## src/rtl/thfd_pkg.sv

```systemverilog
// Package for the temperature and humidity frame decoder.
// Holds the byte position codes, CRC-8 constants, conversion constants and the CRC function.
// No dependencies.
`timescale 1ns / 1ps
`default_nettype none

package thfd_pkg;

   typedef logic [2:0] pos_type;

   localparam pos_type POS_TEMP_MSB = 3'd0;
   localparam pos_type POS_TEMP_LSB = 3'd1;
   localparam pos_type POS_TEMP_CRC = 3'd2;
   localparam pos_type POS_HUM_MSB  = 3'd3;
   localparam pos_type POS_HUM_LSB  = 3'd4;
   localparam pos_type POS_HUM_CRC  = 3'd5;
   localparam pos_type POS_IDLE     = 3'd6;

   localparam logic [7:0] CRC_INIT = 8'hFF;
   localparam logic [7:0] CRC_POLY = 8'h31;

   localparam int RAW_WIDTH  = 16;
   localparam int TEMP_WIDTH = 18;
   localparam int HUM_WIDTH  = 17;
   localparam int FRAC_BITS  = 13;

   localparam logic [14:0] TEMP_SCALE  = 15'd21875;
   localparam logic [13:0] HUM_SCALE   = 14'd12500;
   localparam logic [18:0] TEMP_OFFSET = 19'd45000;

   typedef logic signed [TEMP_WIDTH-1:0] temp_type;
   typedef logic [HUM_WIDTH-1:0]         hum_type;

   // One byte of CRC-8, most significant bit first, no final XOR.
   function automatic logic [7:0] crc8_update(input logic [7:0] crc, input logic [7:0] data);
      logic [7:0] acc;
      acc = crc ^ data;
      for (int k = 0; k < 8; k++) begin
         if (acc[7]) begin
            acc = {acc[6:0], 1'b0} ^ CRC_POLY;
         end else begin
            acc = {acc[6:0], 1'b0};
         end
      end
      return acc;
   endfunction

endpackage

`default_nettype wire

```

## src/rtl/temp_humidity_frame_decoder.sv

```systemverilog
// Top level of the temperature and humidity frame decoder.
// Depends on thfd_pkg and thfd_convert.
`timescale 1ns / 1ps
`default_nettype none

// The block takes one reply byte per transfer and accepts a byte in every cycle unless the
// input side stalls. Each byte passes an input register and is then checked and decoded; on
// the sixth byte of a frame the converted values and CRC flags land in the result register.
// The input side stalls only when a byte that closes a frame meets a result that has not yet
// been taken. A byte with the frame start flag always restarts the frame, and bytes outside
// a frame give no result.
module temp_humidity_frame_decoder
   import thfd_pkg::*;
(
   input  wire logic       clock,
   input  wire logic       reset,
   input  wire logic       req_valid,
   output logic            req_ready,
   input  wire logic [7:0] req_data_byte,
   input  wire logic       req_frame_start,
   output logic            rsp_valid,
   input  wire logic       rsp_ready,
   output temp_type        rsp_temperature_milli,
   output hum_type         rsp_humidity_milli,
   output logic            rsp_temperature_crc_ok,
   output logic            rsp_humidity_crc_ok,
   output logic            rsp_frame_ok
);

   logic                 in_valid_ff, in_valid_in;
   logic [7:0]           in_data_ff;
   logic                 in_start_ff;

   pos_type              pos_ff, pos_in;
   logic [7:0]           crc_ff, crc_in;
   logic [RAW_WIDTH-1:0] temp_raw_ff, temp_raw_in;
   logic                 temp_ok_ff, temp_ok_in;
   logic [7:0]           hum_hi_ff, hum_hi_in;
   logic [7:0]           hum_lo_ff, hum_lo_in;

   logic                 out_valid_ff, out_valid_in;
   temp_type             out_temp_ff;
   hum_type              out_hum_ff;
   logic                 out_temp_ok_ff;
   logic                 out_hum_ok_ff;

   pos_type              eff_pos;
   logic [7:0]           eff_crc;
   logic [7:0]           crc_step;
   logic                 emits;
   logic                 out_free;
   logic                 stage_go;
   logic                 req_fire;
   logic                 rsp_fire;
   logic                 hum_ok;
   temp_type             conv_temp;
   hum_type              conv_hum;

   thfd_convert u_convert (
      .temperature_raw   (temp_raw_ff),
      .humidity_raw      ({hum_hi_ff, hum_lo_ff}),
      .temperature_milli (conv_temp),
      .humidity_milli    (conv_hum)
   );

   assign eff_pos  = in_start_ff ? POS_TEMP_MSB : pos_ff;
   assign eff_crc  = in_start_ff ? CRC_INIT : crc_ff;
   assign crc_step = crc8_update(eff_crc, in_data_ff);
   assign emits    = (eff_pos == POS_HUM_CRC);
   assign hum_ok   = (eff_crc == in_data_ff);

   assign rsp_fire  = out_valid_ff && rsp_ready;
   assign out_free  = !out_valid_ff || rsp_ready;
   assign stage_go  = in_valid_ff && (!emits || out_free);
   assign req_ready = !in_valid_ff || stage_go;
   assign req_fire  = req_valid && req_ready;

   assign in_valid_in = req_fire || (in_valid_ff && !stage_go);

   always_comb begin
      pos_in      = pos_ff;
      crc_in      = crc_ff;
      temp_raw_in = temp_raw_ff;
      temp_ok_in  = temp_ok_ff;
      hum_hi_in   = hum_hi_ff;
      hum_lo_in   = hum_lo_ff;
      if (stage_go) begin
         unique case (eff_pos)
            POS_TEMP_MSB: begin
               crc_in      = crc_step;
               temp_raw_in = {in_data_ff, temp_raw_ff[7:0]};
               pos_in      = POS_TEMP_LSB;
            end
            POS_TEMP_LSB: begin
               crc_in      = crc_step;
               temp_raw_in = {temp_raw_ff[15:8], in_data_ff};
               pos_in      = POS_TEMP_CRC;
            end
            POS_TEMP_CRC: begin
               temp_ok_in = (eff_crc == in_data_ff);
               crc_in     = CRC_INIT;
               pos_in     = POS_HUM_MSB;
            end
            POS_HUM_MSB: begin
               crc_in    = crc_step;
               hum_hi_in = in_data_ff;
               pos_in    = POS_HUM_LSB;
            end
            POS_HUM_LSB: begin
               crc_in    = crc_step;
               hum_lo_in = in_data_ff;
               pos_in    = POS_HUM_CRC;
            end
            POS_HUM_CRC: begin
               crc_in = CRC_INIT;
               pos_in = POS_IDLE;
            end
            default: begin
               pos_in = pos_ff;
            end
         endcase
      end
   end

   assign out_valid_in = (stage_go && emits) || (out_valid_ff && !rsp_ready);

   always_ff @(posedge clock) begin
      if (reset) begin
         in_valid_ff  <= 1'b0;
         pos_ff       <= POS_IDLE;
         crc_ff       <= CRC_INIT;
         temp_raw_ff  <= '0;
         temp_ok_ff   <= 1'b0;
         hum_hi_ff    <= '0;
         hum_lo_ff    <= '0;
         out_valid_ff <= 1'b0;
      end else begin
         in_valid_ff  <= in_valid_in;
         pos_ff       <= pos_in;
         crc_ff       <= crc_in;
         temp_raw_ff  <= temp_raw_in;
         temp_ok_ff   <= temp_ok_in;
         hum_hi_ff    <= hum_hi_in;
         hum_lo_ff    <= hum_lo_in;
         out_valid_ff <= out_valid_in;
      end
   end

   always_ff @(posedge clock) begin
      if (req_fire) begin
         in_data_ff  <= req_data_byte;
         in_start_ff <= req_frame_start;
      end
      if (stage_go && emits) begin
         out_temp_ff    <= conv_temp;
         out_hum_ff     <= conv_hum;
         out_temp_ok_ff <= temp_ok_ff;
         out_hum_ok_ff  <= hum_ok;
      end
   end

   assign rsp_valid              = out_valid_ff;
   assign rsp_temperature_milli  = out_temp_ff;
   assign rsp_humidity_milli     = out_hum_ff;
   assign rsp_temperature_crc_ok = out_temp_ok_ff;
   assign rsp_humidity_crc_ok    = out_hum_ok_ff;
   assign rsp_frame_ok           = out_temp_ok_ff && out_hum_ok_ff;

   // The byte position is idle, and no input byte or result is held, in the cycle after reset.
   a_reset_idle: assert property (@(posedge clock)
      reset |=> (pos_ff == POS_IDLE && !out_valid_ff && !in_valid_ff))
      else $error("decoder state not idle after reset");

   // A new result only comes from a byte that closes a frame.
   a_result_source: assert property (@(posedge clock) disable iff (reset)
      (out_valid_in && !out_valid_ff) |-> (stage_go && emits))
      else $error("result raised without a closing byte");

   // A closing byte never overwrites a result that is still waiting.
   a_no_overwrite: assert property (@(posedge clock) disable iff (reset)
      (stage_go && emits) |-> out_free)
      else $error("pending result overwritten");

   // A held input byte keeps its register loaded.
   a_hold_input: assert property (@(posedge clock) disable iff (reset)
      (in_valid_ff && !stage_go) |=> (in_valid_ff && $stable(in_data_ff)))
      else $error("stalled input byte lost");

endmodule

`default_nettype wire

```

## src/rtl/thfd_convert.sv

```systemverilog
// Fixed-point conversion of the raw sensor words to milli-units.
// Depends on thfd_pkg for the scale factors and result types.
`timescale 1ns / 1ps
`default_nettype none

module thfd_convert
   import thfd_pkg::*;
(
   input  wire logic [RAW_WIDTH-1:0] temperature_raw,
   input  wire logic [RAW_WIDTH-1:0] humidity_raw,
   output temp_type                  temperature_milli,
   output hum_type                   humidity_milli
);

   logic [30:0] temp_product;
   logic [29:0] hum_product;
   logic [18:0] temp_scaled;
   logic [18:0] temp_shifted;

   assign temp_product = 31'(temperature_raw) * 31'(TEMP_SCALE);
   assign hum_product  = 30'(humidity_raw) * 30'(HUM_SCALE);

   assign temp_shifted      = {1'b0, temp_product[30:FRAC_BITS]};
   assign temp_scaled       = temp_shifted - TEMP_OFFSET;
   assign temperature_milli = temp_scaled[TEMP_WIDTH-1:0];
   assign humidity_milli    = hum_product[29:FRAC_BITS];

endmodule

`default_nettype wire

```

## config.mk

```make
export PLATFORM = sky130hd
export DESIGN_NAME = temp_humidity_frame_decoder
export DESIGN_NICKNAME = d
export VERILOG_FILES = /design/src/rtl/thfd_pkg.sv /design/src/rtl/temp_humidity_frame_decoder.sv /design/src/rtl/thfd_convert.sv
export SDC_FILE = /design/constraint.sdc
export NUM_CORES = 1
export LEC_CHECK = 0
export BUFFER_PORTS_ARGS = -buffer_cell sky130_fd_sc_hd__buf_2
export CELL_PAD_IN_SITES_DETAIL_PLACEMENT = 1
export CELL_PAD_IN_SITES_GLOBAL_PLACEMENT = 1
export CORE_MARGIN = 2
export CORE_UTILIZATION = 35
export CTS_CLUSTER_SIZE = 14
export DETAILED_ROUTE_END_ITERATION = 8
export PLACE_DENSITY = 0.66
export RECOVER_POWER = 25
export SYNTH_ARGS = -nofsm -noshare
export SYNTH_HDL_FRONTEND = slang
export SYNTH_HIERARCHICAL = 1
export SYNTH_SLANG_ARGS = --single-unit
```

## constraint.sdc

```tcl
create_clock -name clock -period 8.1 [get_ports clock]
set_input_delay 1.215 -clock clock [delete_from_list [all_inputs] [get_ports clock]]
set_output_delay 1.215 -clock clock [all_outputs]
set_load 0.005 [all_outputs]
```

==> impl_results.rst <==
.. list-table::
   :header-rows: 1

   * - Metric
     - Value
   * - Status
     - complete, but fails checks
   * - Failing checks
     - capacitance limit, slew limit
   * - Share of synthesized area spent on multiplexers
     - 2.489%
   * - Routed vias/inst
     - 4.795
   * - Most Frequent Cell on Critical Path
     - inv_1
   * - Final RePlAce weighted congestion
     - 0.8438
   * - Flip-flop cell with the highest count after synthesis
     - edfxtp_1
   * - Longest individual stage delay on the worst path
     - 0.54 ns
   * - Drt wl/cell
     - 15.74 um
   * - Via count of the first global-routing pass
     - 8398
   * - Per-instance average area after synthesis
     - 10.11 sq um
   * - Actual transition at the worst max-transition pin
     - 2.182 ns
   * - Min-Delay Path Depth
     - 0
   * - DRC violations left
     - 0
   * - Fraction of synthesis flops using an asynchronous set or reset pin
     - 0%
   * - Maximum root-to-sink buffer count
     - 2
   * - Cell area after technology mapping
     - 11460 sq um
   * - Total chip power
     - 1.273 mW
   * - Leakage power figure
     - 6.578 nW
   * - Post-synthesis share of cell area spent on full adders, half adders and majority gates
     - 46.74%
   * - Router iterations before antenna repair
     - 4
   * - Most common cell after layout, fill and taps aside
     - inv_1
   * - Number of max-cap violations
     - 1
   * - Number of synthesis warnings
     - 6
   * - Initial Util
     - 35.40%
   * - Global-route wire length before repair
     - 42.59 mm
   * - Crit. End Element
     - flip-flop
   * - Post-route clock period utilization
     - 84.97%
   * - Htree depth
     - 3
   * - RSZ-0062 raised after global routing
     - no
   * - Total via count after detailed routing
     - 7773
   * - Distinct cell type count after synthesis
     - 70
   * - Combinational family with the most area after synthesis
     - adder cells
   * - Post CTS Setup Buffer Count
     - 0
   * - Post-Synth Simple-Gate Area
     - 8.221%
   * - Data arrival time at the worst-slack endpoint
     - 6.99 ns
   * - Most frequent cells in the layout
     - inv_1 (246), ha_1 (224), fa_1 (127)
   * - Final Setup Violations
     - 0
   * - Kind of start point of the critical path
     - flip-flop
   * - Sink Count
     - 92
   * - Class of the most critical hold timing path
     - reg2reg
   * - Max Clock Freq
     - 145.3 MHz
   * - End of the worst register-to-register path
     - rsp_temperature_milli[17]$_DFFE_PP_
   * - Gates resized, CTS repair
     - 0
   * - Ant diodes
     - 0
   * - Horizontal die dimension
     - 184.9 um
   * - Initial DRC Count
     - 227
   * - Clock transition at the registers of the reported paths
     - 0.08 ns
   * - Endpoint required time on the critical path
     - 8.21 ns
   * - Global route overflow
     - 0
   * - IR Drop Worst-Case VDD
     - 109.3 uV
   * - Sequential share of the synthesized area
     - 20.09%
   * - Compound-Gate Fraction of Synth Area
     - 8.451%
   * - Layout fillers
     - 3759
   * - Total negative slack
     - 0 ns
   * - Share of final-layout standard cells stronger than drive strength 1
     - 7.379%
   * - Post-synth EDFFs
     - 46
   * - Register-to-register setup slack
     - 1.22 ns
   * - Count of hold-fix buffers inserted at cts
     - 0
   * - IO Port Bufs
     - 52
   * - Clock tree from TritonCTS
     - yes
   * - Final hold violation count
     - 0
   * - Power per cell area
     - 102.1 nW/um^2
   * - Gate count after technology mapping
     - 1134
   * - Sink of the worst hold path
     - rsp_temperature_crc_ok$_DFFE_PP_
   * - Crit Path Category
     - reg2reg
   * - Number of cells traversed by the worst register-to-register path
     - 25
   * - Maximum number of pins on one net before global-route repair
     - 51
   * - Floorplan core area
     - 32370 sq um
   * - Initial antenna violation count
     - 0
   * - Clock root buffer
     - clkbuf_16
   * - Worst slew margin relative to its limit
     - -45.45%
   * - Clock skew
     - 0.01132 ns
   * - Die area
     - 34200 sq um
   * - Total number of nets in the final design
     - 1538
   * - XOR/XNOR share of the synthesized area
     - 5.142%
   * - Number of clock buffers inserted by TritonCTS
     - 9
   * - I/O pin total
     - 53
   * - Final slew viol count
     - 51
   * - Synth-to-layout area growth
     - 8.844%
   * - Worst path top cell family by delay
     - adder cells
   * - Overall fraction of global-route tracks in use
     - 15.76%
   * - Insertion delay of the later-clocked pin in the worst-skew pair
     - 0.37 ns
   * - Worst-path cell with the longest stage delay
     - fa_1
   * - Synthesis-stage register bit count
     - 92
   * - Shortest period the worst path allows
     - 6.883 ns
   * - Critical Path Fanout Max
     - 7
   * - Sum of net half-perimeters after detailed placement
     - 21.51 mm
   * - Net count of the mapped netlist
     - 1498
   * - Wire length after detailed routing
     - 25.51 mm
   * - Buf+Inv Stages, Crit Path
     - 6
   * - Residual antenna-violating net count after detailed routing
     - 0
   * - Floorplan row count
     - 66
   * - Height of the die
     - 184.9 um
   * - Min-Delay Startpoint
     - temp_ok_ff$_SDFFE_PP0P_
   * - Launch point of the worst reg-to-reg path
     - temp_raw_ff[14]$_SDFFE_PP0P_
worst register-to-register path: stages, from the launching register on:
cell	delay, ns
dfxtp_1	0.53
inv_1	0.08
ha_1	0.28
inv_1	0.08
fa_1	0.50
inv_1	0.06
fa_1	0.50
inv_1	0.05
fa_1	0.46
fa_1	0.54
inv_1	0.05
fa_1	0.50
inv_1	0.04
ha_1	0.35
nand2_1	0.12
a211oi_2	0.28
o21ai_1	0.16
a221oi_1	0.51
o221ai_1	0.31
nor4_4	0.28
a41oi_2	0.21
o21bai_2	0.24
nand2_2	0.08
mux2_4	0.30
nand3_2	0.07
xnor2_1	0.07
cell usage after synthesis, drive strengths merged (2+ instances only):
| cell type | count | area share, % |
|---|---|---|
| a211oi | 8 | 0.57 |
| and4b | 2 | 0.17 |
| nand3 | 18 | 0.83 |
| o31ai | 2 | 0.13 |
| edfxtp | 46 | 12 |
| o21bai | 4 | 0.29 |
| o211ai | 7 | 0.50 |
| and2 | 6 | 0.34 |
| a31o | 2 | 0.15 |
| nor2b | 7 | 0.38 |
| mux2i | 27 | 2.4 |
| a31oi | 3 | 0.16 |
| fa | 127 | 22 |
| o31a | 2 | 0.15 |
| o21a | 9 | 0.59 |
| nor2 | 66 | 2.2 |
| inv | 246 | 8.1 |
| a21o | 10 | 0.66 |
| nor3 | 12 | 0.52 |
| xor2 | 18 | 1.4 |
| ha | 224 | 24 |
| and4 | 2 | 0.15 |
| clkbuf | 18 | 0.59 |
| nor4bb | 3 | 0.26 |
| a21boi | 3 | 0.20 |
| or2 | 5 | 0.27 |
| buf | 5 | 0.22 |
| o22ai | 8 | 0.44 |
| xnor2 | 45 | 3.6 |
| a21oi | 51 | 2.3 |
| nand2b | 11 | 0.60 |
| nand4 | 8 | 0.44 |
| nor4b | 2 | 0.15 |
| o21ai | 17 | 0.74 |
| dfxtp | 46 | 8.0 |
| nor4 | 3 | 0.43 |
| a2111oi | 4 | 0.41 |
| nand2 | 37 | 1.2 |
cell type report:
| type | count | area, sq um | share of cell area, % |
|---|---|---|---|
| Inverter | 246 | 923.4 | 7.403 |
| Timing Repair Buffer | 52 | 246.5 | 1.976 |
| Tap cell | 442 | 553.0 | 4.434 |
| Clock inverter | 7 | 67.56 | 0.5417 |
| Clock buffer | 9 | 225.2 | 1.806 |
| Sequential cell | 92 | 2302 | 18.46 |
| Multi-Input combinational cell | 773 | 8155 | 65.38 |
worst max-delay path by stage:
stage / from / to / slack, ns / cells after the start
after floorplan: temp_raw_ff[14]$_SDFFE_PP0P_ / rsp_temperature_milli[17]$_DFFE_PP_ / 1.85 / 25
after global placement: temp_raw_ff[14]$_SDFFE_PP0P_ / rsp_temperature_milli[17]$_DFFE_PP_ / 1.32 / 25
after detailed placement: temp_raw_ff[15]$_SDFFE_PP0P_ / rsp_temperature_milli[17]$_DFFE_PP_ / 1.20 / 24
after CTS: temp_raw_ff[15]$_SDFFE_PP0P_ / rsp_temperature_milli[17]$_DFFE_PP_ / 1.16 / 24
after global routing: temp_raw_ff[14]$_SDFFE_PP0P_ / rsp_temperature_milli[17]$_DFFE_PP_ / 0.88 / 25
final: temp_raw_ff[14]$_SDFFE_PP0P_ / rsp_temperature_milli[17]$_DFFE_PP_ / 1.22 / 25
metal layers:
| metal | share of wire, % | track usage, % | vias to the layer above | routed length [um] |
|---|---|---|---|---|
| met5 | 0 | 0 | - | 0 |
| met4 | 1.1 | 3.587 | 0 | 288 |
| met3 | 2.1 | 2.241 | 18 | 541 |
| met2 | 48 | 27.00 | 75 | 12290 |
| met1 | 49 | 21.06 | 3871 | 12390 |
| li1 | - | - | 3809 | - |
flip-flops by register name (all words and copies together) (netlist names), 3 cells and up:
| register | cells |
|---|---|
| temp_raw_ff | 16 |
| pos_ff | 3 |
| rsp_temperature_milli | 18 |
| crc_ff | 8 |
| hum_lo_ff | 8 |
| hum_hi_ff | 8 |
| in_data_ff | 8 |
| rsp_humidity_milli | 17 |
power by group:
group          internal [mW]  switching [mW]  leakage (nW)
clock network          0.217           0.219         0.146
logic                  0.128           0.173          5.63
registers              0.506          0.0293         0.797
total                  0.852           0.421          6.58
through the flow:
stage          hold slack (ns)  util [%]  setup WS, ns  instances  instance area (sq um)
6_report                0.4630     38.53         1.217       1621                  12470
5_1_grt                 0.4777     38.53        0.8845       1621                  12470
4_1_cts                 0.4647     38.57         1.161       1621                  12490
3_5_place_dp            0.4315     37.67         1.195       1605                  12190
3_3_place_gp            0.4427     37.67         1.316       1605                  12190
2_1_floorplan           0.4076         -         1.846       1134                  11460
cell families (layout without fill, tap and decap cells):
| family | after synthesis | in the layout |
|---|---|---|
| xor gates and xnor gates | 64 | 64 |
| buffers and inverters | 269 | 314 |
| muxes | 28 | 28 |
| adders and majority gates | 352 | 352 |
| and+or+nand+nor | 186 | 186 |
| DFF | 92 | 92 |
| AOI/OAI and AO/OA | 143 | 143 |
Note: power is estimated with default switching activity, not from simulation.
